## config.mk

```make
export PLATFORM = sky130hd
export DESIGN_NAME = key_handle_owner_table
export DESIGN_NICKNAME = d
export VERILOG_FILES = /design/src/hdl/khot_pkg.sv /design/src/hdl/khot_slot_store.sv /design/src/hdl/key_handle_owner_table.sv
export VERILOG_INCLUDE_DIRS = /design/src /design/src/hdl
export SDC_FILE = /design/constraint.sdc
export NUM_CORES = 1
export LEC_CHECK = 0
export BUFFER_PORTS_ARGS = -buffer_cell sky130_fd_sc_hd__clkbuf_2
export CORE_ASPECT_RATIO = 0.8
export CORE_MARGIN = 2
export CORE_UTILIZATION = 30
export DETAILED_ROUTE_END_ITERATION = 8
export GPL_TIMING_DRIVEN = 0
export PLACE_DENSITY_LB_ADDON = 0.3
export SKIP_CTS_REPAIR_TIMING = 1
export SYNTH_ARGS = -nofsm -noshare
export SYNTH_HDL_FRONTEND = slang
export SYNTH_SLANG_ARGS = --single-unit
```

## constraint.sdc

```tcl
create_clock -name clock -period 2.93 [get_ports clock]
set_input_delay 0 -clock clock [delete_from_list [all_inputs] [get_ports clock]]
set_output_delay 0 -clock clock [all_outputs]
set_load 0.005 [all_outputs]
```

## src/hdl/key_handle_owner_table_assert.svh

```systemverilog
// Assertion macros used by the key handle owner table RTL.
`ifndef KEY_HANDLE_OWNER_TABLE_ASSERT_SVH
`define KEY_HANDLE_OWNER_TABLE_ASSERT_SVH

// Same-cycle implication, checked out of reset.
`define KHOT_ASSERT_NOW(lbl, clk, rst, ante, cons, msg) \
   lbl: assert property (@(posedge clk) disable iff (rst) (ante) |-> (cons)) else $error(msg);

// Next-cycle implication, checked out of reset.
`define KHOT_ASSERT_NEXT(lbl, clk, rst, ante, cons, msg) \
   lbl: assert property (@(posedge clk) disable iff (rst) (ante) |=> (cons)) else $error(msg);

`endif

```

## src/hdl/khot_pkg.sv

```systemverilog
// Package: table size, codes and the structs between the sequencer and the slot store.
package khot_pkg;

   localparam int SLOT_COUNT = 16;
   localparam int SLOT_IDX_W = (SLOT_COUNT > 1) ? $clog2(SLOT_COUNT) : 1;

   localparam int HANDLE_W = 16;
   localparam int OWNER_W  = 32;
   localparam int FUNC_W   = 2;
   localparam int STATUS_W = 3;
   localparam int SLOT_W   = 4;

   localparam logic [FUNC_W-1:0] FUNC_ALLOC   = 2'd0;
   localparam logic [FUNC_W-1:0] FUNC_CHECK   = 2'd1;
   localparam logic [FUNC_W-1:0] FUNC_RELEASE = 2'd2;

   localparam logic [STATUS_W-1:0] STATUS_OK             = 3'd0;
   localparam logic [STATUS_W-1:0] STATUS_NO_SPACE       = 3'd1;
   localparam logic [STATUS_W-1:0] STATUS_NOT_PERMITTED  = 3'd2;
   localparam logic [STATUS_W-1:0] STATUS_INVALID_HANDLE = 3'd3;
   localparam logic [STATUS_W-1:0] STATUS_BACKEND_FAILED = 3'd4;

   typedef struct packed {
      logic                  en;
      logic [SLOT_IDX_W-1:0] idx;
      logic                  used;
      logic [HANDLE_W-1:0]   handle;
      logic [OWNER_W-1:0]    owner;
   } slot_wr_type;

   typedef struct packed {
      logic                used;
      logic [HANDLE_W-1:0] handle;
      logic [OWNER_W-1:0]  owner;
   } slot_rd_type;

endpackage

```

## src/hdl/khot_slot_store.sv

```systemverilog
// Slot store: handle/owner memory with registered read, plus per-slot used flags.
module khot_slot_store (
   input  logic                            clock,
   input  logic                            reset,
   input  logic [khot_pkg::SLOT_IDX_W-1:0] rd_addr,
   input  khot_pkg::slot_wr_type           wr,
   output khot_pkg::slot_rd_type           rd
);

   typedef struct packed {
      logic [khot_pkg::HANDLE_W-1:0] handle;
      logic [khot_pkg::OWNER_W-1:0]  owner;
   } entry_type;

   entry_type                        mem [khot_pkg::SLOT_COUNT];
   logic [khot_pkg::SLOT_COUNT-1:0]  used_ff;
   khot_pkg::slot_rd_type            rd_ff;

   // used flags double as valid bits: a slot that is not used is never read for data
   always_ff @(posedge clock) begin
      if (reset) begin
         used_ff <= '0;
      end else if (wr.en) begin
         used_ff[wr.idx] <= wr.used;
      end
   end

   always_ff @(posedge clock) begin
      if (wr.en) begin
         mem[wr.idx] <= '{handle: wr.handle, owner: wr.owner};
      end
   end

   always_ff @(posedge clock) begin
      rd_ff.used   <= used_ff[rd_addr];
      rd_ff.handle <= mem[rd_addr].handle;
      rd_ff.owner  <= mem[rd_addr].owner;
   end

   assign rd = rd_ff;

endmodule

```

## src/hdl/key_handle_owner_table.sv

```systemverilog
// Key handle owner table: request sequencer walking the slot store, and result register.
//
// Requests enter on the req_ stream (func and backend_ok in tuser, handle and owner in
// tdata); one result word per request leaves on the rsp_ stream (status in tuser, slot
// in tdata). A request is taken only while the sequencer is idle.
// Each allocate, check or release request walks the slots from index 0, one slot per
// cycle, through the store's single read port, whose read is registered. The walk stops
// at the lowest free slot (allocate) or at the lowest used slot holding the handle
// (check, release), or at the last slot if none matches. The table update is written
// in the cycle the walk stops. Unused func code three answers invalid handle without
// touching the table.
// If rsp_tready is low the result waits in the output register; a finished walk waits
// in a holding register until the output register frees, and no new request is taken.
// Reset clears all used flags at once, so the table starts empty with no sweep; the
// output register and sequencer return to idle.
`include "key_handle_owner_table_assert.svh"

module key_handle_owner_table (
   input  logic        clock,
   input  logic        reset,
   input  logic        req_tvalid,
   output logic        req_tready,
   input  logic [47:0] req_tdata,   // [15:0] handle_id, [47:16] owner_id
   input  logic [2:0]  req_tuser,   // [1:0] func, [2] backend_ok
   output logic        rsp_tvalid,
   input  logic        rsp_tready,
   output logic [7:0]  rsp_tdata,   // [3:0] slot, [7:4] zero
   output logic [2:0]  rsp_tuser    // [2:0] status
);

   localparam int IDX_W = khot_pkg::SLOT_IDX_W;
   localparam logic [IDX_W-1:0] LAST_IDX = IDX_W'(khot_pkg::SLOT_COUNT - 1);

   localparam logic [1:0] S_IDLE = 2'd0;
   localparam logic [1:0] S_WALK = 2'd1;
   localparam logic [1:0] S_HOLD = 2'd2;

   logic [1:0] state_ff, state_in;

   logic [khot_pkg::FUNC_W-1:0]          func_ff;
   logic [khot_pkg::HANDLE_W-1:0]        handle_ff;
   logic signed [khot_pkg::OWNER_W-1:0]  owner_ff;
   logic                                 ok_ff;

   logic [IDX_W-1:0] addr_ff, addr_in;
   logic             p_valid_ff;
   logic [IDX_W-1:0] p_idx_ff;

   logic [khot_pkg::STATUS_W-1:0] hold_status_ff;
   logic [khot_pkg::SLOT_W-1:0]   hold_slot_ff;

   logic                          rsp_valid_ff;
   logic [khot_pkg::STATUS_W-1:0] rsp_status_ff;
   logic [khot_pkg::SLOT_W-1:0]   rsp_slot_ff;

   khot_pkg::slot_wr_type wr;
   khot_pkg::slot_rd_type rd;

   logic                          req_take;
   logic                          out_free;
   logic                          hit;
   logic                          decide;
   logic [khot_pkg::STATUS_W-1:0] res_status;
   logic [khot_pkg::SLOT_W-1:0]   res_slot;

   khot_slot_store u_store (
      .clock   (clock),
      .reset   (reset),
      .rd_addr (addr_ff),
      .wr      (wr),
      .rd      (rd)
   );

   assign req_tready = (state_ff == S_IDLE);
   assign req_take   = req_tvalid && req_tready;
   assign out_free   = !rsp_valid_ff || rsp_tready;
   assign addr_in    = (addr_ff == LAST_IDX) ? '0 : addr_ff + IDX_W'(1);

   // walk decision on the word read back for slot p_idx_ff
   always_comb begin
      if (func_ff == khot_pkg::FUNC_ALLOC) begin
         hit = !rd.used;
      end else begin
         hit = rd.used && (rd.handle == handle_ff);
      end
      decide = (state_ff == S_WALK) && p_valid_ff && (hit || (p_idx_ff == LAST_IDX));

      res_status = khot_pkg::STATUS_INVALID_HANDLE;
      res_slot   = '0;
      wr         = '{en: 1'b0, idx: p_idx_ff, used: 1'b0, handle: '0, owner: '0};

      if (func_ff == khot_pkg::FUNC_ALLOC) begin
         if (!hit) begin
            res_status = khot_pkg::STATUS_NO_SPACE;
         end else if (!ok_ff) begin
            res_status = khot_pkg::STATUS_BACKEND_FAILED;
         end else begin
            res_status = khot_pkg::STATUS_OK;
            res_slot   = khot_pkg::SLOT_W'(p_idx_ff);
            wr.en      = decide;
            wr.used    = 1'b1;
            wr.handle  = handle_ff;
            wr.owner   = owner_ff;
         end
      end else if (hit) begin
         if (rd.owner != owner_ff) begin
            res_status = khot_pkg::STATUS_NOT_PERMITTED;
         end else if (func_ff == khot_pkg::FUNC_RELEASE && !ok_ff) begin
            res_status = khot_pkg::STATUS_BACKEND_FAILED;
         end else begin
            res_status = khot_pkg::STATUS_OK;
            res_slot   = khot_pkg::SLOT_W'(p_idx_ff);
            // release clears the slot's used flag and zeroes its handle and owner
            wr.en      = decide && (func_ff == khot_pkg::FUNC_RELEASE);
         end
      end
   end

   always_comb begin
      state_in = state_ff;
      case (state_ff)
         S_IDLE: begin
            if (req_take) begin
               state_in = (req_tuser[1:0] inside {khot_pkg::FUNC_ALLOC, khot_pkg::FUNC_CHECK,
                                                  khot_pkg::FUNC_RELEASE}) ? S_WALK : S_HOLD;
            end
         end
         S_WALK: begin
            if (decide) begin
               state_in = out_free ? S_IDLE : S_HOLD;
            end
         end
         S_HOLD: begin
            if (out_free) begin
               state_in = S_IDLE;
            end
         end
         default: state_in = S_IDLE;
      endcase
   end

   always_ff @(posedge clock) begin
      if (reset) begin
         state_ff     <= S_IDLE;
         p_valid_ff   <= 1'b0;
         rsp_valid_ff <= 1'b0;
      end else begin
         state_ff <= state_in;

         if (state_ff == S_WALK && !decide) begin
            p_valid_ff <= 1'b1;
         end else begin
            p_valid_ff <= 1'b0;
         end

         if ((state_ff == S_WALK && decide && out_free) || (state_ff == S_HOLD && out_free)) begin
            rsp_valid_ff <= 1'b1;
         end else if (rsp_tready) begin
            rsp_valid_ff <= 1'b0;
         end
      end
   end

   always_ff @(posedge clock) begin
      if (req_take) begin
         func_ff        <= req_tuser[1:0];
         ok_ff          <= req_tuser[2];
         handle_ff      <= req_tdata[15:0];
         owner_ff       <= req_tdata[47:16];
         addr_ff        <= '0;
         hold_status_ff <= khot_pkg::STATUS_INVALID_HANDLE;
         hold_slot_ff   <= '0;
      end else if (state_ff == S_WALK) begin
         addr_ff  <= addr_in;
         p_idx_ff <= addr_ff;
      end

      if (state_ff == S_WALK && decide) begin
         hold_status_ff <= res_status;
         hold_slot_ff   <= res_slot;
      end

      if (state_ff == S_WALK && decide && out_free) begin
         rsp_status_ff <= res_status;
         rsp_slot_ff   <= res_slot;
      end else if (state_ff == S_HOLD && out_free) begin
         rsp_status_ff <= hold_status_ff;
         rsp_slot_ff   <= hold_slot_ff;
      end
   end

   assign rsp_tvalid = rsp_valid_ff;
   assign rsp_tuser  = rsp_status_ff;
   assign rsp_tdata  = {4'd0, rsp_slot_ff};

   `KHOT_ASSERT_NEXT(a_take_leaves_idle, clock, reset, req_take, state_ff != S_IDLE, "request taken but sequencer still idle")
   `KHOT_ASSERT_NOW(a_fail_slot_zero, clock, reset, rsp_tvalid && rsp_tuser != khot_pkg::STATUS_OK, rsp_tdata == 8'd0, "failed result carries a nonzero slot")
   `KHOT_ASSERT_NOW(a_write_on_decide, clock, reset, wr.en, state_ff == S_WALK && p_valid_ff, "table written outside a walk decision")

endmodule
```

==> results by group <==
Detailed routing
  • Detail-routed via count per cell: roughly 5
  • Final antenna-violating net count: 0
  • # DRC: 0
  • 1st-iter DRT viols: 2,219
  • Routed wire length: about 95,000 um
  • DR WL/cell: between 20 and 30 um
  • Number of detailed-route iterations in the first pass: 7
  • Vias: about 17,000

Power
  • Gate power share: under 10%
  • Clk pwr share: 39.6%
  • Switching share of power: around 23%
  • Cell area power density: ~660 nW/um2
  • Switching power: about 6.5 mW
  • LEAKAGE: about 14 nW
  • Power Internal: roughly 22 mW
  • Flop pwr share: 51.4%
  • Worst vdd ir: ~440 uV

Critical path
  • Arr. time, crit path: ~3.5 ns
  • Startpoint Class: flop
  • Worst r2r path cells: 12
  • CP endpoint kind: flop
  • CP max FO: 11
  • Worst Path Required: 3.31 ns
  • Critical path class: flop to flop

Logic synthesis
  • Ys async rst share: 0%
  • Library cells used by synthesis: 46
  • Mapped Cells: around 1,500
  • Synth area leader: edfxtp_1
  • Top FF cell, synth: edfxtp_1
  • Post-synth EDFFs: 837
  • Ranking of synthesized cells by area: edfxtp_1 (73%), mux4_2 (16%), dfxtp_1 (4.3%), xor2_1 (1.2%), and2_1 (0.91%)
  • Yosys reg bits: a little over 900
  • Seq/Total Area, Yosys: 77.5%
  • Synthesized cell area: ~34,000 um2
  • Ys Warns: 0
  • Syn_area_per_cell: 22.6 um2
  • Post-synth top area share: between 70% and 80%

Status
  • Failing checks: setup timing
  • Run status: finished, violations left

Timing
  • Final Max Tran Viols: 0
  • Clock Skew: 0.0446 ns
  • Post-Route Setup TNS: -41.39 ns
  • Fin. Hold Viols: 0
  • Slew headroom: between 20 and 25%
  • Endpoints failing setup: between 500 and 600
  • Final worst path period share: 107%
  • Setup ws final: -0.211 ns
  • Worst Tran Pin Value: approximately 1.2 ns
  • Fin crit period: ~3.1 ns
  • Hold_ws: between 0.03 and 0.04 ns
  • Unrepaired setup endpoints after global routing: true
  • Max Clock Freq: 318 MHz

Placement
  • # port buffers: 63
  • Dpl hpwl: around 52,000 um
  • Placed instance area: ~37,000 um2
  • Global placer's final weighted congestion: about 0.76
  • Setup WS pre-CTS: -2.13 ns

Clock tree
  • Clock sink count: between 900 and 1,000
  • Clk root buf: clkbuf_16
  • Clk slew on worst S/H paths: roughly 0.060 ns
  • Max clock buf depth: 3
  • Worst-skew pair later-pin latency: roughly 0.7 ns
  • H-tree levels: 3
  • CTS tree: done
  • CTS buffer count: 89

Global routing
  • First-pass GRT wire length: ~120,000 um
  • GR Util All Layers: approximately 15%
  • Antenna violations before repair: 2
  • Largest net degree at the start of global routing: 40
  • Vias in the first global route: 16,641
  • Remaining Overflow, GRT: 0

Run
  • Max_cap viols: 0

Die
  • CORE AREA: around 110,000 um2
  • Initial core utilization: 30.4%
  • Die Width: roughly 380 um
  • DIE AREA: around 120,000 um2
  • Die extent in y: 307 um
  • IO Pins: 68
  • Core Rows: between 100 and 150

Hold path
  • Hold depth: 2
  • HP Class: input pin to flop

Finish
  • Area delta synth->final: 25.0%
  • Layout Nets: 1,952
  • Post-route cell area: ~43,000 um2
  • Share of cells above drive strength 1: roughly 36%
  • Fill cell instance count of the final layout: approximately 10,000
Yosys cell counts (5+ instances only):
master,number
a21oi_1,9
and2_1,50
nand2_1,12
nand4_1,19
dfxtp_1,73
and3_1,5
inv_1,19
mux2i_1,18
nor4_1,17
edfxtp_1,837
xor2_1,48
nand2b_1,24
mux4_2,245
buf_1,24
nor3_1,11
clkbuf_1,50
nor2_1,14
through the flow:
| stage | instances | power (mW) | utilization (%) |
|---|---|---|---|
| 2_1_floorplan | 1524 | 16.3 | - |
| 3_3_place_gp | 3099 | 17.1 | 32.4 |
| 3_5_place_dp | 3130 | 17.2 | 33.0 |
| 4_1_cts | 3295 | 28.3 | 35.5 |
| 5_1_grt | 3483 | 29.1 | 38.0 |
| 6_report | 3483 | 28.1 | 38.0 |
worst paths after layout:
path / from / to / slack [ns]
max reg2reg: owner_ff[27] / u_store.mem[1][27] / -0.21
min: req_tdata[37] / owner_ff[21] / 0.04
max: owner_ff[27] / u_store.mem[1][27] / -0.21
min reg2reg: addr_ff[2] / p_idx_ff[2] / 0.43
power by group through the flow:
stage | clock [mW] | sequential, mW | combinational, mW
floorplan | 0 | 14.7 | 1.63
global placement | 0 | 14.7 | 2.39
detailed placement | 0 | 14.7 | 2.43
CTS | 11.4 | 14.5 | 2.44
global route | 11.9 | 14.5 | 2.71
finish | 11.1 | 14.5 | 2.54
cell type report:
cell class                      instances  area (um2)  area share, %
Antenna cell                            1        2.50        0.00583
Buffer                                 81         405          0.945
Clock buffer                          120        2460           5.75
Clock inverter                         45         378          0.881
Inverter                               19         124          0.289
Multi-Input combinational cell        516        7530           17.6
Sequential cell                       910       26600           62.0
Tap cell                             1512        1890           4.41
Timing Repair Buffer                  279        3500           8.16
routing by layer:
layer	track usage, %	vias up	part of all wire, %
li1	-	7110	-
met1	21.2	9393	45
met2	22.2	758	45
met3	3.41	113	8.8
met4	3.66	0	1.9
met5	0	-	0
cell families (layout without fill, tap and decap cells):
group,Yosys count,in the layout,share of synthesized area [%]
AO/OA/AOI/OAI,33,33,0.642
XOR/XNOR,49,49,1.25
adder cells (fa/ha/maj),1,1,0.0365
buffers and inverters,100,544,1.17
flip-flops,910,910,77.5
multiplexers,264,264,16.6
other,1,5,0.0109
AND/OR/NAND/NOR,163,165,2.76
state kept, by name, indices dropped and copies added, names as in the netlist:
signal and flops:
u_store.mem 768, hold_slot_ff 4, state_ff 2, p_idx_ff 4, ok_ff 1, handle_ff 16, u_store.used_ff 16, rsp_tuser 3
rsp_slot_ff 4, addr_ff 4, hold_status_ff 3, owner_ff 32, p_valid_ff 1, func_ff 2, u_store.rd 49, rsp_tvalid 1
worst max-delay path: stages, from the launching register on:
cell        delay (ns)
edfxtp_1          0.38
buf_6             0.16
xor2_4            0.18
nor4_4            0.46
nand4_1           0.17
buf_6             0.19
o21ai_4           0.23
buf_4             0.17
clkbuf_16         0.13
nand4_1           0.16
clkinvlp_4        0.17
buf_12            0.19
clkbuf_16         0.20
cells in the final DEF, fill, tap and decap left out, drive strengths merged, types with 6 or more instances in the layout:
cell and count:
a21oi 9, buf 147, nand4 19, xor2 48, clkinvlp 16, inv 7, nand2b 24, nor4 17
nand2 12, mux2i 18, clkinv 39, clkbuf 279, edfxtp 837, and3 7, mux4 245, dfxtp 73
dlygate4sd3 54, nor2 14, nor3 11, and2 50, o21ai 6
Note: power is estimated with default switching activity, not from simulation.
